===== src/hdl/rsp_pkg.sv =====
// Shared types and constants for the rlogin stream parser.
package rsp_pkg;

    typedef enum logic [3:0] {
        PH_FIRST_NUL   = 4'd0,
        PH_CLIENT_NAME = 4'd1,
        PH_SERVER_NAME = 4'd2,
        PH_TERMINAL    = 4'd3,
        PH_SERVER_ACK  = 4'd4,
        PH_CTRL_FF2    = 4'd5,
        PH_WIN_S1      = 4'd6,
        PH_WIN_S2      = 4'd7,
        PH_WIN_SKIP    = 4'd8,
        PH_LINE        = 4'd9,
        PH_UNKNOWN     = 4'd10,
        PH_REJECTED    = 4'd11
    } phase_t;

    typedef enum logic [2:0] {
        K_CLIENT_NAME  = 3'd0,
        K_SERVER_NAME  = 3'd1,
        K_TERMINAL     = 3'd2,
        K_TEXT         = 3'd3,
        K_LINE_END     = 3'd4,
        K_BAD_PROLOG   = 3'd5,
        K_AFTER_REJECT = 3'd6
    } kind_t;

    localparam logic [7:0] CHAR_NUL = 8'h00;
    localparam logic [7:0] CHAR_LF  = 8'h0A;
    localparam logic [7:0] CHAR_CR  = 8'h0D;
    localparam logic [7:0] CHAR_S   = 8'h73;
    localparam logic [7:0] CHAR_FF  = 8'hFF;

    // Bytes of window-size payload after FF FF 's' 's'
    localparam logic [3:0] WINDOW_PAYLOAD_BYTES = 4'd8;

    localparam int MAX_RESULTS = 3;

    typedef struct packed {
        kind_t      kind;
        logic [7:0] value;
    } result_t;

    // Results of one accepted byte, handed to the output queue
    typedef struct packed {
        logic                           valid;
        logic [1:0]                     count;
        result_t [MAX_RESULTS-1:0]      res;
    } load_t;

endpackage


===== src/hdl/rsp_core.sv =====
// Parser state registers and the per-byte step logic.
module rsp_core (
    input  logic            clk,
    input  logic            rst_n,
    input  logic            cfg_wr_en,
    input  logic            cfg_wr_data,
    input  logic            in_xfer,
    input  logic [7:0]      data_byte,
    input  logic            stream_midway,
    input  logic            peer_rejected,
    output rsp_pkg::load_t  load
);
    import rsp_pkg::*;

    typedef struct packed {
        phase_t     phase;
        phase_t     resume;
        logic [7:0] prev;
        logic [1:0] count;
        result_t    r0;
        result_t    r1;
    } line_t;

    // Line-mode handling of one byte, starting from phase p_in
    function automatic line_t line_step(
        input phase_t     p_in,
        input phase_t     rs,
        input logic [7:0] c,
        input logic       rej,
        input logic [7:0] pb,
        input logic       client
    );
        line_t   o;
        phase_t  p;
        logic    e_after;
        logic    e_main;
        result_t m;
        begin
            p       = p_in;
            o.resume = rs;
            e_after = 1'b0;
            e_main  = 1'b0;
            m.kind  = K_TEXT;
            m.value = c;
            if (p == PH_LINE && rej)
            begin
                e_after = 1'b1;
                p       = PH_UNKNOWN;
            end
            if (c == CHAR_LF || c == CHAR_CR)
            begin
                // fold CR LF into one line end
                if (!(c == CHAR_LF && pb == CHAR_CR))
                begin
                    e_main  = 1'b1;
                    m.kind  = K_LINE_END;
                    m.value = 8'h00;
                end
            end
            else if (c == CHAR_FF && client && p == PH_LINE)
            begin
                o.resume = p;
                p        = PH_CTRL_FF2;
            end
            else
            begin
                e_main = 1'b1;
            end
            o.phase      = p;
            o.prev       = c;
            o.count      = {1'b0, e_after} + {1'b0, e_main};
            o.r0.kind    = e_after ? K_AFTER_REJECT : m.kind;
            o.r0.value   = e_after ? 8'h00 : m.value;
            o.r1         = m;
            return o;
        end
    endfunction

    logic       client_reg;
    phase_t     phase_reg,  phase_next;
    phase_t     resume_reg, resume_next;
    logic [3:0] skip_reg,   skip_next;
    logic [7:0] prev_reg,   prev_next;

    phase_t     line_in;
    line_t      lr;
    load_t      ld;

    always_comb
    begin
        unique case (phase_reg)
            PH_CTRL_FF2:                        line_in = resume_reg;
            PH_LINE, PH_UNKNOWN, PH_REJECTED:   line_in = phase_reg;
            default:                            line_in = PH_UNKNOWN;
        endcase
    end

    assign lr = line_step(line_in, resume_reg, data_byte, peer_rejected, prev_reg,
                          client_reg);

    always_comb
    begin
        phase_next  = phase_reg;
        resume_next = resume_reg;
        skip_next   = skip_reg;
        prev_next   = prev_reg;
        ld          = '0;
        ld.valid    = in_xfer;

        unique case (phase_reg)
            PH_FIRST_NUL:
            begin
                if (stream_midway)
                begin
                    phase_next  = lr.phase;
                    resume_next = lr.resume;
                    prev_next   = lr.prev;
                    ld.count    = lr.count;
                    ld.res[0]   = lr.r0;
                    ld.res[1]   = lr.r1;
                end
                else if (data_byte == CHAR_NUL)
                begin
                    phase_next = PH_CLIENT_NAME;
                end
                else
                begin
                    ld.count            = 2'd1;
                    ld.res[0].kind      = K_BAD_PROLOG;
                    ld.res[0].value     = 8'h00;
                    phase_next          = PH_UNKNOWN;
                end
            end
            PH_CLIENT_NAME, PH_SERVER_NAME, PH_TERMINAL:
            begin
                ld.count        = 2'd1;
                ld.res[0].value = data_byte;
                unique case (phase_reg)
                    PH_CLIENT_NAME: ld.res[0].kind = K_CLIENT_NAME;
                    PH_SERVER_NAME: ld.res[0].kind = K_SERVER_NAME;
                    default:        ld.res[0].kind = K_TERMINAL;
                endcase
                if (data_byte == CHAR_NUL)
                begin
                    unique case (phase_reg)
                        PH_CLIENT_NAME: phase_next = PH_SERVER_NAME;
                        PH_SERVER_NAME: phase_next = PH_TERMINAL;
                        default:        phase_next = PH_LINE;
                    endcase
                end
            end
            PH_SERVER_ACK:
            begin
                if (stream_midway)
                begin
                    phase_next  = lr.phase;
                    resume_next = lr.resume;
                    prev_next   = lr.prev;
                    ld.count    = lr.count;
                    ld.res[0]   = lr.r0;
                    ld.res[1]   = lr.r1;
                end
                else
                begin
                    phase_next = (data_byte == CHAR_NUL) ? PH_LINE : PH_REJECTED;
                end
            end
            PH_CTRL_FF2:
            begin
                if (data_byte == CHAR_FF)
                begin
                    phase_next = PH_WIN_S1;
                end
                else
                begin
                    // replay the lone FF, then handle this byte in the resume phase
                    phase_next      = lr.phase;
                    resume_next     = lr.resume;
                    prev_next       = lr.prev;
                    ld.count        = lr.count + 2'd1;
                    ld.res[0].kind  = K_TEXT;
                    ld.res[0].value = CHAR_FF;
                    ld.res[1]       = lr.r0;
                    ld.res[2]       = lr.r1;
                end
            end
            PH_WIN_S1, PH_WIN_S2:
            begin
                if (data_byte == CHAR_S)
                begin
                    if (phase_reg == PH_WIN_S1)
                    begin
                        phase_next = PH_WIN_S2;
                    end
                    else
                    begin
                        phase_next = PH_WIN_SKIP;
                        skip_next  = WINDOW_PAYLOAD_BYTES;
                    end
                end
                else
                begin
                    // broken sequence: give back what was held, drop this byte
                    phase_next      = PH_UNKNOWN;
                    ld.res[0].kind  = K_TEXT;
                    ld.res[0].value = CHAR_FF;
                    ld.res[1].kind  = K_TEXT;
                    ld.res[1].value = CHAR_FF;
                    ld.res[2].kind  = K_TEXT;
                    ld.res[2].value = CHAR_S;
                    if (phase_reg == PH_WIN_S2)
                    begin
                        ld.count  = 2'd3;
                        prev_next = CHAR_S;
                    end
                    else
                    begin
                        ld.count  = 2'd2;
                        prev_next = CHAR_FF;
                    end
                end
            end
            PH_WIN_SKIP:
            begin
                if (skip_reg <= 4'd1)
                begin
                    skip_next  = 4'd0;
                    phase_next = resume_reg;
                end
                else
                begin
                    skip_next = skip_reg - 4'd1;
                end
            end
            default:
            begin
                phase_next  = lr.phase;
                resume_next = lr.resume;
                prev_next   = lr.prev;
                ld.count    = lr.count;
                ld.res[0]   = lr.r0;
                ld.res[1]   = lr.r1;
            end
        endcase
    end

    assign load = ld;

    always_ff @(posedge clk or negedge rst_n)
    begin
        if (!rst_n)
        begin
            client_reg <= 1'b1;
            phase_reg  <= PH_FIRST_NUL;
            resume_reg <= PH_FIRST_NUL;
            skip_reg   <= 4'd0;
            prev_reg   <= 8'h00;
        end
        else if (cfg_wr_en)
        begin
            // restart for the newly selected side
            client_reg <= cfg_wr_data;
            phase_reg  <= cfg_wr_data ? PH_FIRST_NUL : PH_SERVER_ACK;
            resume_reg <= cfg_wr_data ? PH_FIRST_NUL : PH_SERVER_ACK;
            skip_reg   <= 4'd0;
            prev_reg   <= 8'h00;
        end
        else if (in_xfer)
        begin
            phase_reg  <= phase_next;
            resume_reg <= resume_next;
            skip_reg   <= skip_next;
            prev_reg   <= prev_next;
        end
    end

endmodule


===== src/hdl/rsp_outq.sv =====
// Three-slot result queue that hands results out one transfer at a time.
module rsp_outq (
    input  logic            clk,
    input  logic            rst_n,
    input  rsp_pkg::load_t  load,
    output logic            in_free,
    output logic            out_valid,
    input  logic            out_stall,
    output logic [2:0]      kind,
    output logic [7:0]      value,
    output logic            last
);
    import rsp_pkg::*;

    result_t [MAX_RESULTS-1:0] slot_reg, slot_next;
    logic [1:0]                cnt_reg,  cnt_next;
    logic                      out_xfer;

    assign out_valid = (cnt_reg != 2'd0);
    assign out_xfer  = out_valid && !out_stall;
    // free when empty, or when the final pending result leaves now
    assign in_free   = (cnt_reg == 2'd0) || (cnt_reg == 2'd1 && out_xfer);

    assign kind  = slot_reg[0].kind;
    assign value = slot_reg[0].value;
    assign last  = (cnt_reg == 2'd1);

    always_comb
    begin
        slot_next = slot_reg;
        cnt_next  = cnt_reg;
        if (out_xfer)
        begin
            slot_next[0] = slot_reg[1];
            slot_next[1] = slot_reg[2];
            cnt_next     = cnt_reg - 2'd1;
        end
        if (load.valid)
        begin
            slot_next = load.res;
            cnt_next  = load.count;
        end
    end

    always_ff @(posedge clk or negedge rst_n)
    begin
        if (!rst_n)
        begin
            cnt_reg <= 2'd0;
        end
        else
        begin
            cnt_reg <= cnt_next;
        end
    end

    always_ff @(posedge clk)
    begin
        slot_reg <= slot_next;
    end

endmodule


===== src/hdl/rlogin_stream_parser_top.sv =====
// Top level of the rlogin stream parser.
//
//  channel  direction  handshake             payload
//  in       sink       in_valid / in_stall   data_byte, stream_midway, peer_rejected
//  out      source     out_valid / out_stall kind, value, last
//  cfg      sink       cfg_wr_en             cfg_wr_data (is_client_side)
//
// A byte is parsed in the cycle it is taken and its results land in a
// three-slot queue, seen at the outputs the next cycle.
// A byte with more than one result holds the input until its final result
// is leaving the one-per-transfer output queue.
// Reset selects the client side; a configuration write restarts the parser.
// Output stall holds the queue head and stalls the input while a result is pending.
module rlogin_stream_parser_top (
    input  logic       clk,
    input  logic       rst_n,
    input  logic       cfg_wr_en,
    input  logic       cfg_wr_data,
    input  logic       in_valid,
    output logic       in_stall,
    input  logic [7:0] data_byte,
    input  logic       stream_midway,
    input  logic       peer_rejected,
    output logic       out_valid,
    input  logic       out_stall,
    output logic [2:0] kind,
    output logic [7:0] value,
    output logic       last
);
    import rsp_pkg::*;

    load_t load;
    logic  in_free;
    logic  in_xfer;

    assign in_stall = !in_free;
    assign in_xfer  = in_valid && in_free;

    rsp_core u_core (
        .clk           (clk),
        .rst_n         (rst_n),
        .cfg_wr_en     (cfg_wr_en),
        .cfg_wr_data   (cfg_wr_data),
        .in_xfer       (in_xfer),
        .data_byte     (data_byte),
        .stream_midway (stream_midway),
        .peer_rejected (peer_rejected),
        .load          (load)
    );

    rsp_outq u_outq (
        .clk       (clk),
        .rst_n     (rst_n),
        .load      (load),
        .in_free   (in_free),
        .out_valid (out_valid),
        .out_stall (out_stall),
        .kind      (kind),
        .value     (value),
        .last      (last)
    );

endmodule


===== config.mk =====
export PLATFORM = sky130hd
export DESIGN_NAME = rlogin_stream_parser_top
export DESIGN_NICKNAME = d
export VERILOG_FILES = /design/src/hdl/rsp_pkg.sv /design/src/hdl/rsp_core.sv /design/src/hdl/rsp_outq.sv /design/src/hdl/rlogin_stream_parser_top.sv
export SDC_FILE = /design/constraint.sdc
export NUM_CORES = 1
export LEC_CHECK = 0
export BUFFER_PORTS_ARGS = -buffer_cell sky130_fd_sc_hd__buf_2
export CAP_MARGIN = 10
export CORE_ASPECT_RATIO = 1.4
export CORE_MARGIN = 3
export CORE_UTILIZATION = 30
export DETAILED_ROUTE_END_ITERATION = 12
export PLACE_DENSITY_LB_ADDON = 0.15
export SETUP_SLACK_MARGIN = 0.4
export SYNTH_ARGS = -nofsm -noshare
export SYNTH_HDL_FRONTEND = slang
export SYNTH_SLANG_ARGS = --single-unit

===== constraint.sdc =====
create_clock -name clk -period 2.6 [get_ports clk]
set_input_delay 0.52 -clock clk [delete_from_list [all_inputs] [get_ports clk]]
set_output_delay 0.52 -clock clk [all_outputs]
set_load 0.05 [all_outputs]

# Word level (Yosys, flattened, before mapping)
# Cells that the tools add are included.
classes:
  eq_ne: 28
  n_mux: 65
  n_reduce_logical: 28
  n_addsub: 4
  magnitude_cmp: 1
ops:
  columns: ["cell", "n"]
  rows:
  - ["4-bit two-way mux", 24]
  - ["35-bit two-way mux", 2]
  - ["22-bit two-way mux", 3]
  - ["11-bit case mux with 6 select lines", 1]
  - ["8-bit two-way mux", 7]
  - ["11-bit two-way mux", 5]
  - ["11-bit case mux with 5 select lines", 1]
  - ["8-bit case mux with 4 select lines", 1]
  - ["4-bit == test (second input constant)", 6]
  - ["8-bit by 4-bit == test with 1-bit output (second input constant)", 3]
  - ["4-bit case mux with 2 select lines", 3]
  - ["4-bit case mux with 6 select lines", 1]
  - ["11-bit case mux with 2 select lines", 1]
  - ["4-bit by 3-bit == test with 1-bit output (second input constant)", 4]
  - ["2-bit case mux with 6 select lines", 1]
  - ["4-bit case mux with 3 select lines", 1]
  - ["2-bit two-way mux", 5]
  - ["3-bit by 2-bit inequality test with 1-bit output (second input constant)", 3]
  - ["3-bit inequality test (second input constant)", 3]
  - ["4-bit by 2-bit == test with 1-bit output (second input constant)", 2]
  - ["8-bit by 7-bit == test with 1-bit output (second input constant)", 1]
  - ["8-bit == test (second input constant)", 1]
  - ["8-bit logical NOT", 1]
  - ["4-bit AND reduction", 2]
  - ["25 further kinds", 44]
word_totals:
  register_bits: 56
  elab_cells: 138
  out_inout_bits: 14
  in_bits: 16

# Logic depth before layout (Yosys ltp)
depth:
  word_depth: 15
  ltp_mapped: 11
  mapped_depth_nobuf: 10

# Cells and area by module
# Synthesis repeated with hierarchy kept, for this count alone.
hier_totals:
  cells_unflattened: 362
  area_unflattened_um2: 3589.7
by_module_without_submodules:
  columns: ["module", "area_each_um2", "cells_each", "instances"]
  rows:
  - ["rsp_core", 2078.2, 273, 1]
  - ["rsp_outq", 1501.4, 87, 1]
  - ["rlogin_stream_parser_top", 10.0, 2, 1]

# Worst setup path after synthesis
# Ideal clock, no wire load.
synth_path:
  path_kind: "register to register"
  startpoint: "register u_outq.cnt_reg[1]"
  endpoint: "register u_outq.cnt_reg[0]"
  required_ns: 2.514
  setup_slack_ns: 0.103
  arrival_time_ns: 2.411
  path_stages_with_launch: 10
  cell_sequence: "dfrtp_1 -> inv_1 -> ha_1 -> nor2b_1 -> o21ai_0 -> inv_1 -> clkbuf_1 -> buf_1 -> o221ai_1 -> o21ai_0"
synth_lines:
  columns: ["element", "line", "text"]
  rows:
  - ["from (decl)", "rsp_outq.sv:16", "logic [1:0] cnt_reg, cnt_next;"]
  - ["from (signal assigned)", "rsp_outq.sv:53", "cnt_reg <= cnt_next;"]
  - ["2-bit by 1-bit == test with 1-bit output *", null, null]
  - ["named net last", "rlogin_stream_parser_top.sv:28", "output logic last"]
  - ["1-bit logical AND *", "rsp_outq.sv:22", "assign in_free = (cnt_reg == 2'd0) || (cnt_reg == 2'd1 && out_xfer);"]
  - ["1-bit logical OR *", "rsp_outq.sv:22", null]
  - ["1-bit logical AND *", "rlogin_stream_parser_top.sv:37", "assign in_xfer = in_valid && in_free;"]
  - ["named net in_xfer", "rlogin_stream_parser_top.sv:34", "logic in_xfer;"]
  - ["2-bit two-way mux / 2-bit nonzero test (equally long branches)", null, null]
# Mark *: on every way through the listed nets, which the timed path passes. The rest lies on a longest branch.
# A chain may end at the register's enable or synchronous reset.

# Final worst setup path
layout_path:
  startpoint: "register u_core.prev_reg[6]"
  endpoint: "register u_outq.cnt_reg[0]"
layout_via:
  elab_chain_cells: 9
layout_lines:
  columns: ["element", "line", "text"]
  rows:
  - ["from (decl)", "rsp_core.sv:83", "logic [7:0] prev_reg, prev_next;"]
  - ["from (signal assigned)", "rsp_core.sv:273", "prev_reg <= prev_next;"]
  - ["8-bit by 4-bit == test with 1-bit output *", "rsp_core.sv:53", "if (!(c == CHAR_LF && pb == CHAR_CR))"]
  - ["1-bit logical AND *", "rsp_core.sv:53", null]
  - ["1-bit two-way mux *", "rsp_core.sv:53", null]
  - ["1-bit two-way mux *", "rsp_core.sv:50", "if (c == CHAR_LF || c == CHAR_CR)"]
  - ["1-bit by 1-bit adder with 2-bit output *", "rsp_core.sv:71", "o.count = {1'b0, e_after} + {1'b0, e_main};"]
  - ["2-bit by 1-bit adder with 2-bit output", "rsp_core.sv:180", "ld.count = lr.count + 2'd1;"]
  - ["35-bit two-way mux", "rsp_core.sv:170", "if (data_byte == CHAR_FF)"]
  - ["2-bit case mux with 6 select lines *", "rsp_core.sv:110", "unique case (phase_reg)"]
  - ["2-bit two-way mux *", "rsp_outq.sv:38", "if (load.valid)"]
# Mark *: on every way between the ends. The rest lies on a longest branch, timed or not.

==> out/results.ini <==
[worst_setup_path]
reg2reg_to = u_outq.cnt_reg[0]
timing.rr.start = u_core.prev_reg[6]
ff2ff_path_depth = 10
crit_chain = or4_4 > nor2_4 > inv_2 > o21a_1 > inv_2 > ha_4 > a31oi_1 > o22ai_1 > o221ai_1 > o21ai_1
end_kind = flip-flop
r2r_slack_ns = 0.41
crit_top_cell = inv_2
cp.buffers_inverters = 2
worstPathRequired_ns = 2.78
critPathKind = reg2reg
max_stage_delay_ns = 0.55
crit_family = simple AND/OR/NAND/NOR gates
crit_fanout = 4
cp.arrival_ns = 2.37
cp_slowest_cell = or4_4
cp-start-kind = flip-flop

[yosys]
syn_inst = 358
synthFlopType = edfxtp_1
seq_area_frac_synth_pct = 45.32
ys_types = 67
synthArstFlopShare_pct = 41.82
syn_avg_cell_area_um2 = 9.478
post-synth-top-area-cell = edfxtp_1
netlist_top_cells_area = edfxtp_1 (28%), dfrtp_1 (16%), nor2_1 (3.8%), o21ai_0 (3.7%), nand2_1 (3.0%)
syn-num-nets = 380
ys_ff_latch = 55
synth_top_area_share_pct = 28.32
yosysWarningCount = 0
syn_area_um2 = 3393
synth-edff-count = 32

[pwr]
pwr_density_cell_nw_per_um2 = 977.8
power.leakage_nw = 1.638
power_frac_seq_pct = 33.8
clkPwrFrac_pct = 19.4
power.internal_mw = 2.419
switching_share_pct = 40.76
peakVddDrop_mv = 0.3053
combPwrFrac_pct = 46.8
p_switching_mw = 1.664

[sta]
finalCritPeriodShare_pct = 84.24
hold_viol_final = 0
slew_viol_final = 0
hold_ws_ns = 0.1890
rsz0062_at_grt = true
finalClockSkew_ns = 0.006854
finalSetupViolations = 0
fin_crit_ns = 2.190
max_slew.worst_pin.slew_ns = 0.5327
timing.fmax_ghz = 0.4566
relSlewSlack_pct = 64.49

[routing]
drc = 0
drt_iter0_drc = 151
drt-vias-per-instance = 5.240
vias = 2835
drt-wirelength-per-cell_um = 16.86
dr.pass1.iters = 5
ant_nets = 0
drt-total-wl_um = 9121

[clock_tree]
cts.clk_slew.worst_paths_ns = 0.07
cts_sinks = 55
clockRootBuffer = clkbuf_16
clock_latency_ns = 0.30
cts_hold_buf = 0
cts_max_level = 2
cts_tree = done
clock_path_buffers = 2
cts_buffers = 5

[floorplanning]
io_pins = 30
core_area_um2 = 10920
die_w_um = 95.89
rows = 45
dieArea_um2 = 12640
die_h_um = 131.8
start_util_pct = 31.07

[finish]
utilization_pct = 38.22
fillers = 1132
largest_reg_flops = 21
final_net_count = 421
n_antenna_cell = 0
layout-drive-gt1-share_pct = 30.50
area_delta_synth_final_pct = 23.05

[global_routing]
grt_overflow = 0
grt_max_degree = 24
grt_usage_pct = 14.98
grt_pass1_vias = 2790
grt_pass1_wl_um = 14850
antenna_found_initial = 0

[status]
status = completed

[placement]
gp_congestion = 0.9074
port_buffers = 29
dp_hpwl_um = 6870

[job]
drv_cap = 0

[worst_hold_path]
holdCritPathClass = in2async

## worst reg2reg max path, stage by stage, from the launching register on
cell and delay, ns:
dfrtp_1 0.38, or4_4 0.55, nor2_4 0.16, inv_2 0.05
o21a_1 0.19, inv_2 0.07, ha_4 0.20, a31oi_1 0.13
o22ai_1 0.08, o221ai_1 0.15, o21ai_1 0.09
## metrics by stage
stage | TNS [ns] | total power, mW | cell area, µm² | setup slack (ns) | instances
floorplan | 0 | 2.823 | 3466 | 0.3194 | 358
global route | 0 | 4.332 | 4175 | 0.2868 | 541
global placement | -0.05561 | 3.224 | 3840 | -0.05561 | 528
detailed placement | -0.06304 | 3.235 | 3840 | -0.05607 | 528
CTS | 0 | 4.076 | 4074 | 0.3851 | 537
finish | 0 | 4.083 | 4175 | 0.4098 | 541
## area by class of cell
class / instances / area [µm²] / share of cell area (%)
multi-input cells: 255 / 1785 / 42.76
flip-flops and latches: 55 / 1539 / 36.86
repair buffers: 68 / 450.4 / 10.79
well taps: 141 / 176.4 / 4.225
clock buffers: 5 / 125.1 / 2.997
inverters: 14 / 52.55 / 1.259
clock inverters: 3 / 46.29 / 1.109
## cells in the mapped netlist (8+ instances only)
library cell	n
inv_1	14
clkbuf_1	15
nor3_1	14
nand2_1	27
nand2b_1	9
nand3_1	8
edfxtp_1	32
nor2_1	34
nor2b_1	14
o21ai_0	25
buf_4	11
a21oi_1	18
dfrtp_1	22
## power by group through the flow
stage | registers (mW) | logic [mW] | clock network [mW]
after global placement | 1.39 | 1.83 | 0
final | 1.38 | 1.91 | 0.792
after global routing | 1.41 | 2.08 | 0.846
after detailed placement | 1.40 | 1.84 | 0
after floorplan | 1.37 | 1.45 | 0
after CTS | 1.38 | 1.88 | 0.817
## metal layers
layer	up-vias	wire length (µm)	part of all wire, %	GRT usage [%]
met5	-	0	0	0
met2	51	4757	52	25.26
met1	1371	3936	43	19.15
met4	0	179	2.0	5.063
met3	13	248	2.7	2.399
li1	1400	-	-	-
## cell usage in the layout (no fill, tap or decap), drive strengths merged, types with 2 or more instances in the layout
| master | instances |
|---|---|
| a211oi | 5 |
| and2 | 5 |
| o221a | 4 |
| a221o | 6 |
| or4b | 2 |
| o221ai | 4 |
| nor2b | 14 |
| a21o | 2 |
| nand3b | 2 |
| a31oi | 3 |
| o31ai | 5 |
| nand4 | 6 |
| nand3 | 8 |
| o21bai | 2 |
| nor3 | 15 |
| inv | 15 |
| nor2 | 35 |
| or3 | 2 |
| ha | 6 |
| clkbuf | 5 |
| dfrtp | 22 |
| nand2b | 9 |
| o211ai | 4 |
| nand2 | 27 |
| mux2i | 3 |
| o311ai | 2 |
| nor3b | 5 |
| and3 | 6 |
| o22ai | 2 |
| o21a | 2 |
| edfxtp | 32 |
| a2111oi | 2 |
| buf | 68 |
| o32ai | 2 |
| o21ai | 28 |
| or4 | 4 |
| a21oi | 18 |
## how the worst max path moves through the flow
stage,from,to,slack [ns],cells past startpoint
after floorplan,data_byte[2],u_outq.kind[0],0.32,7
after CTS,u_core.prev_reg[6],u_outq.cnt_reg[0],0.39,10
after global routing,u_core.prev_reg[6],u_outq.cnt_reg[0],0.29,10
after global placement,data_byte[0],u_outq.cnt_reg[1],-0.06,11
final,u_core.prev_reg[6],u_outq.cnt_reg[0],0.41,10
after detailed placement,data_byte[5],u_outq.cnt_reg[1],-0.06,11
## what timing repair did
item	CTS	global route
hold endpoints to repair	0	0
setup buffers	1	4
gates cloned	0	0
setup endpoints to repair	27	24
resized for setup	15	17
pin swaps	7	9
## kinds of logic (layout without fill, tap and decap cells)
logic type / Yosys count / in the layout / share of synthesized area (%)
mux: 4 / 4 / 1.217
xor+xnor: 1 / 1 / 0.2582
flops: 55 / 55 / 45.32
fa+ha+maj: 6 / 6 / 2.212
simple gates: 146 / 146 / 23.64
buf+inv: 48 / 90 / 6.969
compound gates: 98 / 98 / 20.39
Note: power is estimated with default switching activity, not from simulation.
